### config.mk
export PLATFORM = sky130hd
export DESIGN_NAME = sprite_tone_opacity_pixel_flat
export DESIGN_NICKNAME = d
export VERILOG_FILES = /design/src/hdl/stop_pkg.sv /design/src/hdl/stop_in_if.sv /design/src/hdl/stop_out_if.sv /design/src/hdl/sprite_tone_opacity_pixel.sv /design/src/hdl/stop_fifo.sv /design/src/hdl/stop_front.sv /design/src/hdl/stop_back.sv /design/src/flat_wrapper.sv
export SDC_FILE = /design/constraint.sdc
export NUM_CORES = 2
export LEC_CHECK = 0
export BUFFER_PORTS_ARGS = -buffer_cell sky130_fd_sc_hd__buf_4
export CORE_MARGIN = 2
export CORE_UTILIZATION = 55
export CTS_BUF_LIST = sky130_fd_sc_hd__clkbuf_8
export CTS_CLUSTER_DIAMETER = 150
export CTS_CLUSTER_SIZE = 10
export DETAILED_ROUTE_END_ITERATION = 7
export GPL_TIMING_DRIVEN = 0
export HOLD_SLACK_MARGIN = 0.05
export PLACE_DENSITY = 0.71
export SYNTH_ARGS = -nofsm -noshare
export SYNTH_HDL_FRONTEND = slang
export SYNTH_HIERARCHICAL = 1
export SYNTH_SLANG_ARGS = --single-unit
### constraint.sdc
create_clock -name clk -period 10.4 [get_ports clk]
set_clock_uncertainty 0.1 [all_clocks]
set_input_delay 0.52 -clock clk [delete_from_list [all_inputs] [get_ports clk]]
set_output_delay 0.52 -clock clk [all_outputs]
set_load 0.005 [all_outputs]
### src/hdl/stop_pkg.sv
// Shared types, constants and register indexes of the sprite tone and opacity pixel block.
package stop_pkg;

	localparam int MAX_DIM_DEF   = 4096;
	localparam int Q_DEPTH_DEF   = 4;
	localparam int OUT_DEPTH_DEF = 16;
	localparam int PIPE_D        = 8;

	localparam int CH_W   = 8;
	localparam int TONE_W = 9;
	localparam int DIM_W  = 13;
	localparam int CFG_W  = 13;
	localparam int LUMA_W = 24;

	localparam logic [15:0] LUMA_K0 = 16'd19595;
	localparam logic [15:0] LUMA_K1 = 16'd38470;
	localparam logic [15:0] LUMA_K2 = 16'd7471;

	typedef enum logic [2:0] {
		REG_TONE_RED   = 3'd0,
		REG_TONE_GREEN = 3'd1,
		REG_TONE_BLUE  = 3'd2,
		REG_TONE_GRAY  = 3'd3,
		REG_OPACITY    = 3'd4,
		REG_HALVE_ROWS = 3'd5,
		REG_WIDTH      = 3'd6,
		REG_HEIGHT     = 3'd7
	} cfg_idx_t;

	typedef struct packed {
		logic [DIM_W-1:0] halve_rows;
		logic [DIM_W-1:0] image_width;
		logic [DIM_W-1:0] image_height;
	} front_cfg_t;

	typedef struct packed {
		logic signed [2:0][TONE_W-1:0] tone;
		logic [CH_W-1:0]               tone_gray;
		logic [CH_W-1:0]               opacity;
	} back_cfg_t;

	typedef struct packed {
		logic [2:0][CH_W-1:0] chan;
		logic [CH_W-1:0]      alpha;
		logic                 bush;
		logic                 eoi;
	} item_t;

	typedef struct packed {
		logic [CH_W-1:0] out_0;
		logic [CH_W-1:0] out_1;
		logic [CH_W-1:0] out_2;
		logic [CH_W-1:0] alpha_out;
		logic            end_of_image;
	} res_t;

	typedef struct packed {
		logic [LUMA_W-1:0] luma;
		logic [CH_W-1:0]   alpha;
		logic              eoi;
	} side_t;

endpackage

### src/hdl/stop_in_if.sv
// Input pixel channel: valid, ready and one RGBA pixel.
interface stop_in_if;
	logic       valid;
	logic       ready;
	logic [7:0] chan_0;
	logic [7:0] chan_1;
	logic [7:0] chan_2;
	logic [7:0] alpha_in;

	modport source(output valid, output chan_0, output chan_1, output chan_2,
		output alpha_in, input ready);
	modport sink(input valid, input chan_0, input chan_1, input chan_2,
		input alpha_in, output ready);
endinterface

### src/hdl/stop_out_if.sv
// Result pixel channel: valid, ready and one toned pixel with end-of-image flag.
interface stop_out_if;
	logic       valid;
	logic       ready;
	logic [7:0] out_0;
	logic [7:0] out_1;
	logic [7:0] out_2;
	logic [7:0] alpha_out;
	logic       end_of_image;

	modport source(output valid, output out_0, output out_1, output out_2,
		output alpha_out, output end_of_image, input ready);
	modport sink(input valid, input out_0, input out_1, input out_2,
		input alpha_out, input end_of_image, output ready);
endinterface

### src/hdl/sprite_tone_opacity_pixel.sv
// Top level of the sprite tone and opacity pixel block: config registers and stage wiring.
//
//   channel   dir   handshake          beat
//   pix       in    valid/ready        chan_0, chan_1, chan_2, alpha_in
//   res       out   valid/ready        out_0, out_1, out_2, alpha_out, end_of_image
//   cfg       in    cfg_we (no wait)   cfg_idx, cfg_data
//
// One pixel per clock sustained while the result side keeps taking beats; a pixel passes
// through the front queue, then the 8-stage back pipeline, then the output queue.
// The back pipeline pulls from the front queue only while the output queue has room
// for everything in flight, so either side may stall freely.
// Reset clears counters, queues and config to their defaults.
module sprite_tone_opacity_pixel import stop_pkg::*; #(
	parameter int MAX_DIM   = MAX_DIM_DEF,
	parameter int Q_DEPTH   = Q_DEPTH_DEF,
	parameter int OUT_DEPTH = OUT_DEPTH_DEF
) (
	input  logic             clk,
	input  logic             arst_n,
	stop_in_if.sink          pix,
	stop_out_if.source       res,
	input  logic             cfg_we,
	input  logic [2:0]       cfg_idx,
	input  logic [CFG_W-1:0] cfg_data
);

	localparam int QAW = $clog2(Q_DEPTH);
	localparam int OAW = $clog2(OUT_DEPTH);

	front_cfg_t fcfg_q;
	back_cfg_t  bcfg_q;

	logic          q_push, q_pop, q_full, q_empty;
	logic [QAW:0]  q_count;
	item_t         q_wr, q_rd;
	logic [$bits(item_t)-1:0] q_rdata;

	logic          o_push, o_pop, o_full, o_empty;
	logic [OAW:0]  o_count;
	res_t          o_wr, o_rd;
	logic [$bits(res_t)-1:0] o_rdata;

	always_ff @(posedge clk or negedge arst_n) begin
		if (!arst_n) begin
			bcfg_q.tone      <= '0;
			bcfg_q.tone_gray <= '0;
			bcfg_q.opacity   <= 8'd255;
			fcfg_q.halve_rows   <= '0;
			fcfg_q.image_width  <= DIM_W'(1);
			fcfg_q.image_height <= DIM_W'(1);
		end else if (cfg_we) begin
			unique case (cfg_idx_t'(cfg_idx))
				REG_TONE_RED:   bcfg_q.tone[0]      <= cfg_data[TONE_W-1:0];
				REG_TONE_GREEN: bcfg_q.tone[1]      <= cfg_data[TONE_W-1:0];
				REG_TONE_BLUE:  bcfg_q.tone[2]      <= cfg_data[TONE_W-1:0];
				REG_TONE_GRAY:  bcfg_q.tone_gray    <= cfg_data[CH_W-1:0];
				REG_OPACITY:    bcfg_q.opacity      <= cfg_data[CH_W-1:0];
				REG_HALVE_ROWS: fcfg_q.halve_rows   <= cfg_data[DIM_W-1:0];
				REG_WIDTH:      fcfg_q.image_width  <= cfg_data[DIM_W-1:0];
				REG_HEIGHT:     fcfg_q.image_height <= cfg_data[DIM_W-1:0];
				default: ;
			endcase
		end
	end

	stop_front #(.MAX_DIM(MAX_DIM)) u_front (
		.clk    (clk),
		.arst_n (arst_n),
		.cfg    (fcfg_q),
		.pix    (pix),
		.q_full (q_full),
		.q_push (q_push),
		.q_item (q_wr)
	);

	stop_fifo #(.DEPTH(Q_DEPTH), .W($bits(item_t))) u_queue (
		.clk    (clk),
		.arst_n (arst_n),
		.push   (q_push),
		.wdata  (q_wr),
		.pop    (q_pop),
		.rdata  (q_rdata),
		.full   (q_full),
		.empty  (q_empty),
		.count  (q_count)
	);

	assign q_rd = item_t'(q_rdata);

	stop_back #(.OUT_DEPTH(OUT_DEPTH)) u_back (
		.clk       (clk),
		.arst_n    (arst_n),
		.cfg       (bcfg_q),
		.in_empty  (q_empty),
		.in_item   (q_rd),
		.in_pop    (q_pop),
		.out_count (o_count),
		.out_push  (o_push),
		.out_res   (o_wr)
	);

	stop_fifo #(.DEPTH(OUT_DEPTH), .W($bits(res_t))) u_outq (
		.clk    (clk),
		.arst_n (arst_n),
		.push   (o_push && !o_full),
		.wdata  (o_wr),
		.pop    (o_pop),
		.rdata  (o_rdata),
		.full   (o_full),
		.empty  (o_empty),
		.count  (o_count)
	);

	assign o_rd  = res_t'(o_rdata);
	assign o_pop = !o_empty && res.ready;

	assign res.valid        = !o_empty;
	assign res.out_0        = o_rd.out_0;
	assign res.out_1        = o_rd.out_1;
	assign res.out_2        = o_rd.out_2;
	assign res.alpha_out    = o_rd.alpha_out;
	assign res.end_of_image = o_rd.end_of_image && (q_count <= (QAW+1)'(Q_DEPTH));

endmodule

### src/hdl/stop_fifo.sv
// Small synchronous FIFO with show-ahead read and fill count.
module stop_fifo #(
	parameter int DEPTH = 4,
	parameter int W     = 8,
	localparam int AW   = $clog2(DEPTH)
) (
	input  logic          clk,
	input  logic          arst_n,
	input  logic          push,
	input  logic [W-1:0]  wdata,
	input  logic          pop,
	output logic [W-1:0]  rdata,
	output logic          full,
	output logic          empty,
	output logic [AW:0]   count
);

	logic [W-1:0]  mem_q [DEPTH];
	logic [AW-1:0] wr_q;
	logic [AW-1:0] rd_q;
	logic [AW:0]   cnt_q;

	always_ff @(posedge clk) begin
		if (push) begin
			mem_q[wr_q] <= wdata;
		end
	end

	always_ff @(posedge clk or negedge arst_n) begin
		if (!arst_n) begin
			wr_q  <= '0;
			rd_q  <= '0;
			cnt_q <= '0;
		end else begin
			if (push) begin
				wr_q <= wr_q + 1'b1;
			end
			if (pop) begin
				rd_q <= rd_q + 1'b1;
			end
			if (push && !pop) begin
				cnt_q <= cnt_q + 1'b1;
			end else if (pop && !push) begin
				cnt_q <= cnt_q - 1'b1;
			end
		end
	end

	assign rdata = mem_q[rd_q];
	assign full  = (cnt_q == (AW+1)'(DEPTH));
	assign empty = (cnt_q == '0);
	assign count = cnt_q;

endmodule

### src/hdl/stop_front.sv
// Front end: accepts pixels, tracks column and row, tags bush rows and end of image.
module stop_front import stop_pkg::*; #(
	parameter int MAX_DIM = MAX_DIM_DEF,
	localparam int CW = (MAX_DIM > 1) ? $clog2(MAX_DIM) : 1,
	localparam int EW = ($clog2(MAX_DIM + 1) > DIM_W) ? $clog2(MAX_DIM + 1) : DIM_W
) (
	input  logic       clk,
	input  logic       arst_n,
	input  front_cfg_t cfg,
	stop_in_if.sink    pix,
	input  logic       q_full,
	output logic       q_push,
	output item_t      q_item
);

	logic [CW-1:0] col_q;
	logic [CW-1:0] row_q;
	logic [EW-1:0] w_eff;
	logic [EW-1:0] h_eff;
	logic [EW-1:0] bush_x;
	logic [EW-1:0] halve_from;
	logic          last_col;
	logic          last_row;

	always_comb begin
		w_eff = EW'(cfg.image_width);
		if (cfg.image_width == '0) begin
			w_eff = EW'(1);
		end else if (EW'(cfg.image_width) > EW'(MAX_DIM)) begin
			w_eff = EW'(MAX_DIM);
		end
		h_eff = EW'(cfg.image_height);
		if (cfg.image_height == '0) begin
			h_eff = EW'(1);
		end else if (EW'(cfg.image_height) > EW'(MAX_DIM)) begin
			h_eff = EW'(MAX_DIM);
		end
		bush_x     = EW'(cfg.halve_rows);
		halve_from = (h_eff > bush_x) ? (h_eff - bush_x) : '0;
		last_col   = (EW'(col_q) + EW'(1)) >= w_eff;
		last_row   = (EW'(row_q) + EW'(1)) >= h_eff;
	end

	assign pix.ready = !q_full;
	assign q_push    = pix.valid && !q_full;

	always_comb begin
		q_item.chan[0] = pix.chan_0;
		q_item.chan[1] = pix.chan_1;
		q_item.chan[2] = pix.chan_2;
		q_item.alpha   = pix.alpha_in;
		q_item.bush    = EW'(row_q) >= halve_from;
		q_item.eoi     = last_col && last_row;
	end

	always_ff @(posedge clk or negedge arst_n) begin
		if (!arst_n) begin
			col_q <= '0;
			row_q <= '0;
		end else if (q_push) begin
			if (last_col) begin
				col_q <= '0;
				row_q <= last_row ? '0 : row_q + 1'b1;
			end else begin
				col_q <= col_q + 1'b1;
			end
		end
	end

endmodule

### src/hdl/stop_back.sv
// Back end: luma desaturation, tone offset, clamp and alpha scaling pipeline.
module stop_back import stop_pkg::*; #(
	parameter int OUT_DEPTH = OUT_DEPTH_DEF,
	localparam int OCW = $clog2(OUT_DEPTH) + 1
) (
	input  logic           clk,
	input  logic           arst_n,
	input  back_cfg_t      cfg,
	input  logic           in_empty,
	input  item_t          in_item,
	output logic           in_pop,
	input  logic [OCW-1:0] out_count,
	output logic           out_push,
	output res_t           out_res
);

	logic [PIPE_D-1:0] vld_q;
	logic [OCW:0]      used;

	logic [LUMA_W-1:0] luma_c;
	logic [CH_W-1:0]   a_half;
	logic [15:0]       aprod;
	logic [16:0]       adiv;
	logic [CH_W:0]     kgray;

	logic [CH_W-1:0]     c_s1 [3];
	side_t               side_s1, side_s2, side_s3, side_s4, side_s5, side_s6, side_s7;
	logic signed [24:0]  diff_s2 [3];
	logic signed [33:0]  n_s3 [3];
	logic [32:0]         m_s4 [3];
	logic                neg_s4 [3];
	logic [32:0]         m_s5 [3];
	logic [25:0]         q_s5 [3];
	logic                neg_s5 [3];
	logic [25:0]         q_s6 [3];
	logic [9:0]          r_s6 [3];
	logic                neg_s6 [3];
	logic signed [26:0]  qs_s7 [3];
	logic signed [27:0]  v_s8 [3];
	side_t               side_s8;

	logic signed [33:0]  nn [3];
	logic [33:0]         ssum [3];
	logic [25:0]         qf [3];
	logic signed [27:0]  qs_x [3];
	logic signed [27:0]  tone_x [3];
	logic [CH_W-1:0]     clamp [3];

	// keep room in the output queue for every beat in flight
	always_comb begin
		used   = (OCW+1)'(out_count) + (OCW+1)'($countones(vld_q));
		in_pop = !in_empty && (used < (OCW+1)'(OUT_DEPTH));
	end

	always_ff @(posedge clk or negedge arst_n) begin
		if (!arst_n) begin
			vld_q <= '0;
		end else begin
			vld_q <= {vld_q[PIPE_D-2:0], in_pop};
		end
	end

	always_comb begin
		luma_c = LUMA_K0 * LUMA_W'(in_item.chan[0]) + LUMA_K1 * LUMA_W'(in_item.chan[1])
			+ LUMA_K2 * LUMA_W'(in_item.chan[2]);
		a_half = in_item.bush ? (in_item.alpha >> 1) : in_item.alpha;
		aprod  = 16'(a_half) * 16'(cfg.opacity);
		adiv   = 17'(aprod) + 17'(aprod >> 8) + 17'd1;
		kgray  = {1'b0, ~cfg.tone_gray};
		for (int i = 0; i < 3; i++) begin
			nn[i]     = 34'sd254 - n_s3[i];
			ssum[i]   = 34'(m_s4[i]) + 34'(m_s4[i] >> 8) + 34'(m_s4[i] >> 16)
				+ 34'(m_s4[i] >> 24) + 34'(m_s4[i] >> 32);
			qf[i]     = q_s6[i] + ((r_s6[i] >= 10'd255) ? 26'd1 : 26'd0);
			qs_x[i]   = 28'(qs_s7[i]);
			tone_x[i] = 28'($signed({cfg.tone[i], 16'b0}));
			if (v_s8[i][27]) begin
				clamp[i] = '0;
			end else if (|v_s8[i][27:24]) begin
				clamp[i] = '1;
			end else begin
				clamp[i] = v_s8[i][23:16];
			end
		end
	end

	always_ff @(posedge clk) begin
		side_s1.luma  <= luma_c;
		side_s1.alpha <= adiv[15:8];
		side_s1.eoi   <= in_item.eoi;
		side_s2 <= side_s1;
		side_s3 <= side_s2;
		side_s4 <= side_s3;
		side_s5 <= side_s4;
		side_s6 <= side_s5;
		side_s7 <= side_s6;
		side_s8 <= side_s7;
		for (int i = 0; i < 3; i++) begin
			c_s1[i]    <= in_item.chan[i];
			diff_s2[i] <= $signed({1'b0, c_s1[i], 16'b0}) - $signed({1'b0, side_s1.luma});
			n_s3[i]    <= diff_s2[i] * $signed(kgray);
			neg_s4[i]  <= n_s3[i][33];
			m_s4[i]    <= n_s3[i][33] ? nn[i][32:0] : n_s3[i][32:0];
			m_s5[i]    <= m_s4[i];
			q_s5[i]    <= ssum[i][33:8];
			neg_s5[i]  <= neg_s4[i];
			q_s6[i]    <= q_s5[i];
			r_s6[i]    <= 10'({1'b0, m_s5[i]} - ({q_s5[i], 8'b0} - 34'(q_s5[i])));
			neg_s6[i]  <= neg_s5[i];
			qs_s7[i]   <= neg_s6[i] ? -$signed({1'b0, qf[i]}) : $signed({1'b0, qf[i]});
			v_s8[i]    <= qs_x[i] + $signed(28'(side_s7.luma)) + tone_x[i] + 28'sd32768;
		end
	end

	assign out_push = vld_q[PIPE_D-1];

	always_comb begin
		out_res.out_0        = clamp[0];
		out_res.out_1        = clamp[1];
		out_res.out_2        = clamp[2];
		out_res.alpha_out    = side_s8.alpha;
		out_res.end_of_image = side_s8.eoi;
	end

endmodule

### src/flat_wrapper.sv
// flat-port wrapper written by rule: the top's interface ports become plain ports
module sprite_tone_opacity_pixel_flat import stop_pkg::*;
#(
	parameter int MAX_DIM   = MAX_DIM_DEF,
	parameter int Q_DEPTH   = Q_DEPTH_DEF,
	parameter int OUT_DEPTH = OUT_DEPTH_DEF
)
  (clk, arst_n, cfg_we, cfg_idx, cfg_data, pix_valid, pix_chan_0, pix_chan_1, pix_chan_2, pix_alpha_in, pix_ready, res_valid, res_out_0, res_out_1, res_out_2, res_alpha_out, res_end_of_image, res_ready);
  stop_in_if pix_i ();
  stop_out_if res_i ();
  input  logic clk;
  input  logic arst_n;
  input  logic cfg_we;
  input  logic [2:0] cfg_idx;
  input  logic [CFG_W-1:0] cfg_data;
  input wire logic [$bits(pix_i.valid)-1:0] pix_valid;
  input wire logic [$bits(pix_i.chan_0)-1:0] pix_chan_0;
  input wire logic [$bits(pix_i.chan_1)-1:0] pix_chan_1;
  input wire logic [$bits(pix_i.chan_2)-1:0] pix_chan_2;
  input wire logic [$bits(pix_i.alpha_in)-1:0] pix_alpha_in;
  output wire logic [$bits(pix_i.ready)-1:0] pix_ready;
  output wire logic [$bits(res_i.valid)-1:0] res_valid;
  output wire logic [$bits(res_i.out_0)-1:0] res_out_0;
  output wire logic [$bits(res_i.out_1)-1:0] res_out_1;
  output wire logic [$bits(res_i.out_2)-1:0] res_out_2;
  output wire logic [$bits(res_i.alpha_out)-1:0] res_alpha_out;
  output wire logic [$bits(res_i.end_of_image)-1:0] res_end_of_image;
  input wire logic [$bits(res_i.ready)-1:0] res_ready;
  assign pix_i.valid = pix_valid;
  assign pix_i.chan_0 = pix_chan_0;
  assign pix_i.chan_1 = pix_chan_1;
  assign pix_i.chan_2 = pix_chan_2;
  assign pix_i.alpha_in = pix_alpha_in;
  assign pix_ready = pix_i.ready;
  assign res_valid = res_i.valid;
  assign res_out_0 = res_i.out_0;
  assign res_out_1 = res_i.out_1;
  assign res_out_2 = res_i.out_2;
  assign res_alpha_out = res_i.alpha_out;
  assign res_end_of_image = res_i.end_of_image;
  assign res_i.ready = res_ready;
  sprite_tone_opacity_pixel #(.MAX_DIM(MAX_DIM), .Q_DEPTH(Q_DEPTH), .OUT_DEPTH(OUT_DEPTH)) u_core (.clk(clk), .arst_n(arst_n), .pix(pix_i), .res(res_i), .cfg_we(cfg_we), .cfg_idx(cfg_idx), .cfg_data(cfg_data));
endmodule
# Word-level counts from Yosys, hierarchy flattened

Memories as Yosys holds them, arrays and structs flattened.
Cells that the tools add are included.

Reductions and logical operators: 37
$lt $le $gt $ge: 11
Bitwise logic cells: 1
Eq/ne operators: 9
Add/subtract/negate cells: 64
Multipliers: 7
Mux-type cells: 31

Operator list:

| kind                     | count |
|---|---|
| $add A33 B25 Y34         | 3 |
| $add A34 B1 Y34          | 3 |
| $add A34 B17 Y34         | 3 |
| $add A34 B9 Y34          | 3 |
| $mul A25 B9 Y34          | 3 |
| $mux W33                 | 3 |
| $sub A9 B33 Y33 const A  | 3 |
| $add A27 B25 Y28         | 3 |
| $add A28 B17 Y28 const B | 3 |
| $add A28 B25 Y28         | 3 |
| $mux W27                 | 3 |
| $neg A26 Y27             | 3 |
| $add A26 B1 Y26          | 3 |
| $sub A24 B24 Y25         | 3 |
| $mux W13                 | 5 |
| $sub A10 B10 Y10         | 6 |
| $mux W8                  | 7 |
| $mul A15 B8 Y23 const A  | 2 |
| $ge A10 B8 Y1 const B    | 3 |
| $add A12 B1 Y13 const B  | 2 |
| $ge A13 B13 Y1           | 2 |
| $gt A13 B13 Y1 const B   | 2 |
| $logic_not A13 Y1        | 2 |
| $add A12 B1 Y12 const B  | 2 |
| 37 further kinds         | 85 |

Input port bits: 53
Memories: 15
Register bits: 374
Bits in writable memories: 1,423

Memory list:

| memory               | depth | bits a word | read ports | clocked after Yosys merged registers in | wr ports | line            | source |
|---|---|---|---|---|---|---|---|
| u_core.u_outq.mem_q  | 16    | 33          | 1          | 0                                       | 1        | stop_fifo.sv:18 | `logic [W-1:0] mem_q [DEPTH];` |
| u_core.u_queue.mem_q | 4     | 34          | 1          | 0                                       | 1        | stop_fifo.sv:18 |  |
| u_core.u_back.n_s3   | 3     | 34          | 3          | 0                                       | 3        | stop_back.sv:29 | `logic signed [33:0] n_s3 [3];` |
| u_core.u_back.m_s4   | 3     | 33          | 3          | 0                                       | 3        | stop_back.sv:30 | `logic [32:0] m_s4 [3];` |
| u_core.u_back.m_s5   | 3     | 33          | 3          | 0                                       | 3        | stop_back.sv:32 | `logic [32:0] m_s5 [3];` |
| u_core.u_back.v_s8   | 3     | 28          | 3          | 0                                       | 3        | stop_back.sv:39 | `logic signed [27:0] v_s8 [3];` |
| +9 memories          | n/a   | n/a         | n/a        | n/a                                     | n/a      | n/a             |  |

# Depth between registers and ports, before layout

Depth in word-level cells: 9
Mapped depth: 35
Depth with buffers taken out: 33

# Hierarchy

The synthesis kept the hierarchy.

Modules (own cells, without submodules):

| module                      | area an instance (sq um) | cells an instance | instances |
|---|---|---|---|
| stop_back                   | 56,849.5                 | 5,622             | 1 |
| stop_fifo at u_core.u_outq  | 20,546.0                 | 901               | 1 |
| stop_fifo at u_core.u_queue | 5,353.9                  | 212               | 1 |
| stop_front                  | 3,352.0                  | 437               | 1 |
| sprite_tone_opacity_pixel   | 3,141.8                  | 185               | 1 |

# Worst setup path after synthesis

Ideal clock, no wire load.

Kind: reg-to-reg
Start point: reg u_core.u_queue.rd_q[0]
End point: reg u_core/u_back/side_s1[32] in the netlist's numbering
Required time: 10.180 ns
Data arrival time: 7.939 ns
Setup slack: 2.241 ns
Path buffers: 2
Stages on the path, launching flop included: 35
Period minus slack after synthesis: 8.159 ns
Cells stage by stage: dfrtp_1 buf_6 buf_12 mux4_2 ha_1 inv_1 fa_1 fa_1 inv_1 ha_1 and3b_1 o21a_1 o21ai_0 a21oi_1 o21ai_0 inv_1 o21ai_0 nand2b_1 xor2_1 fa_1 inv_1 fa_1 fa_1 fa_1 inv_1 ha_1 o21ai_0 nand2b_1 nand2_1 o21ai_0 a211oi_1 o21bai_1 a221o_1 a21oi_1 xnor2_1

RTL lines:

| element                  | line            | source |
|---|---|---|
| start: declaration       | stop_fifo.sv:20 | `logic [AW-1:0] rd_q;` |
| start signal: assignment | stop_fifo.sv:39 | `rd_q <= rd_q + 1'b1;` |
| end: declaration         | stop_back.sv:27 | `side_t side_s1, side_s2, side_s3, side_s4, side_s5, side_s6, side_s7;` |

==> metrics.md <==
| Metric | Value |
|---|---|
| Initial Util | 55.5% |
| Failing checks | capacitance limit |
| Vias in the first global route | 56,500 |
| GRT overflow | 0 |
| CP Launch Type | flip-flop |
| Worst path max stage delay | 680 ps |
| Commonest non-fill, non-tap cell in the layout | inv_1 |
| Final net count | 9,089 |
| Skew-Pair Late Insertion Delay | 920 ps |
| Most frequent cells in the layout | inv_1, dfxtp_1, ha_1 |
| Leading register cell type out of synthesis | dfxtp_1 |
| Synthesized area per cell | 12.1 µm² |
| DIE WIDTH | 407 µm |
| Unrepaired setup endpoints after global routing | no |
| Crit path buf inv count | 7 |
| Fin Setup TNS | 0 ps |
| Hold/Removal Path Class | reg -> reg |
| Tmin final | 9250 ps |
| Least-Margin Pin Slew | 1490 ps |
| Crit end category | flip-flop |
| Dpl hpwl | 155,000 µm |
| Post-CTS Resized | 0 |
| Netlist Area Pre-Place | 0.0892 mm² |
| CP Launch Point | u_core/u_queue/rd_q[0] |
| Final instance area | 0.0966 mm² |
| First-pass detailed-route iteration total | 6 |
| Core area | 0.161 mm² |
| Fin crit share | 88.9% |
| Worst R2R Setup Slack | 1150 ps |
| R2R cell count | 34 |
| Initial drt markers | 3,515 |
| Yosys reg bits | 1,611 |
| Detail-routed via count per cell | 5.47 |
| Cells after DPL | 9,602 |
| Gpl congestion | 0.912 |
| Req. time, crit path | 11,110 ps |
| Max-cap violations | 1 |
| Die ar. | 0.165 mm² |
| Largest net degree at the start of global routing | 110 |
| Share of flip-flops with an asynchronous set or reset | 8.32% |
| Antenna Nets Post-Route | 0 |
| DR DRC count | 0 |
| Yosys warns | 6 |
| Cts bufs inserted | 179 |
| Kind of critical path | reg -> reg |
| Fill cells | 12,800 |
| Clk root buf | clkbuf_8 |
| Crit path max fanout | 10 |
| Initial antenna violation count | 11 |
| Post-synthesis sequential area ratio | 44.4% |
| Final Max Slew Viols | 0 |
| Die Ht | 407 µm |
| H-tree depth | 4 |
| I/O pins | 88 |
| Endpoints failing setup | 0 |
| Total setup buffers inserted after CTS | 0 |
| Filler-free cell count of the finished design | 9,951 |
| First-pass GRT wire length | 317,000 µm |
| Distinct cells, synth | 95 |
| Most frequent CP cell | fa_1 |
| CTS tree | done |
| Hold Violations, Final | 0 |
| Total track usage | 25.0% |
| Vias | 54,400 |
| Num Clock Sinks | 1,611 |
| Share of layout cells above drive strength 1 | 8.94% |
| Reg clk slew, reported paths | 90 ps |
| Longest Clk Path Bufs | 3 |
| Number of synthesized flops with an enable pin | 664 |
| Headroom to the max-slew limit | 0.294% |
| Area post-placement | 0.0930 mm² |
| Crit path max-delay family | adder cells |
| Post-Syn Nets | 8,770 |
| Routed length per placed instance | 20.2 µm |
| Final wirelength | 201,000 µm |
| Status | finished, violations left |
| Std cell rows | 147 |
| Critical Path Sink | u_core/u_back/side_s1[32] |
| Fmax | 108 MHz |
| Reg2Reg Launch Point | u_core/u_queue/rd_q[0] |
| Synthesized instance count | 7,357 |
| WP depth | 34 |
| Port buffer count | 53 |
| Crit path DAT | 9960 ps |
| Area grow syn2layout | 8.30% |
| Crit-path slowest cell | mux4_2 |
| FF-to-FF End | u_core/u_back/side_s1[32] |
[layer usage]
layer,global-route usage (%),vias to the layer above,part of all wire [%]
li1,-,25700,-
met1,32.0,27000,42
met2,42.6,1391,49
met3,3.51,384,4.6
met4,10.7,4,4.6
met5,0,-,0.011
[sequential cells by signal, summed over array words and instances (netlist names), 9 cells and up]
signal	count
u_core/bcfg_q	43
u_core/fcfg_q	39
u_core/u_back/c_s1	24
u_core/u_back/diff_s2	42
u_core/u_back/m_s4	97
u_core/u_back/m_s5	28
u_core/u_back/n_s3	70
u_core/u_back/out_res	9
u_core/u_back/q_s5	78
u_core/u_back/q_s6	78
u_core/u_back/qs_s7	81
u_core/u_back/r_s6	30
u_core/u_back/side_s1	33
u_core/u_back/side_s2	33
u_core/u_back/side_s3	33
u_core/u_back/side_s4	33
u_core/u_back/side_s5	33
u_core/u_back/side_s6	33
u_core/u_back/side_s7	33
u_core/u_back/v_s8	36
u_core/u_front/col_q	12
u_core/u_front/row_q	12
u_core/u_outq/mem_q	528
u_core/u_queue/mem_q	136
[cell usage after synthesis, types with 189 or more instances]
library cell  instances  area share, %
xnor2_1             387            3.8
ha_1                772             11
inv_1               911            3.8
dfxtp_1             813             18
fa_1                588             13
o21ai_0             189            1.1
edfxtp_1            664             22
nor2b_1             295            2.1
a21oi_1             225            1.3
nand2b_1            189            1.3
nand2_1             335            1.4
nor2_1              272            1.1
[timing repair]
| item | in CTS | in global routing |
|---|---|---|
| endpoints found under the hold margin | 347 | 0 |
| endpoints found under the setup margin | 0 | 0 |
| hold buffers | 53 | 0 |
[cell type report]
class	instances	area (µm²)	share of cell area, %
tap	2160	2700	2.80
timing repair buffer	138	1470	1.52
antenna	6	15.0	0.0155
sequential	1611	39600	41.0
buffer	199	1040	1.07
clock inverter	109	607	0.628
inverter	914	3430	3.55
clock buffer	181	2490	2.58
multi-input combinational	4633	45300	46.9
[worst min path at each step]
stage | start | to | slack (ps) | cells after the start
floorplan | arst_n | u_core/bcfg_q[10] | 120 | 0
global placement | u_core/u_back/q_s5[0][36] | u_core/u_back/q_s6[0][36] | 210 | 0
detailed placement | u_core/u_back/neg_s5[0][0] | u_core/u_back/neg_s6[0][0] | 210 | 0
CTS | arst_n | u_core/bcfg_q[6] | 80 | 2
global route | arst_n | u_core/bcfg_q[3] | 140 | 2
finish | u_core/u_back/side_s5[9] | u_core/u_back/side_s6[9] | 200 | 0
[through the flow]
step / util [%] / hold WS, ps / setup WS, ps
5_1_grt: 60.0 / 141 / 611
4_1_cts: 60.0 / 82.9 / 1250
2_1_floorplan: - / 124 / 2240
3_3_place_gp: 57.4 / 211 / 1330
6_report: 60.1 / 195 / 1150
3_5_place_dp: 57.8 / 212 / 1270
[worst reg2reg max path: cells and delay by family, from the launching register on]
kind,cells,cell delay [ps]
xor+xnor,2,450
simple gates,4,530
mux,1,690
fa+ha+maj,9,3990
compound gates,11,2350
flops,1,350
buf+inv,7,720
[kinds of logic after synthesis]
family	after synthesis	synth area share, %
flip-flops	1611	44.4
AO/OA/AOI/OAI	889	6.48
multiplexers	273	5.55
adder cells (fa/ha/maj)	1360	24.0
XOR/XNOR	565	5.54
buffers and inverters	1113	5.01
AND/OR/NAND/NOR	1546	9.06
Power is not shown: default switching activity piles up to over one toggle a cycle in this logic, so the estimate is an artifact.
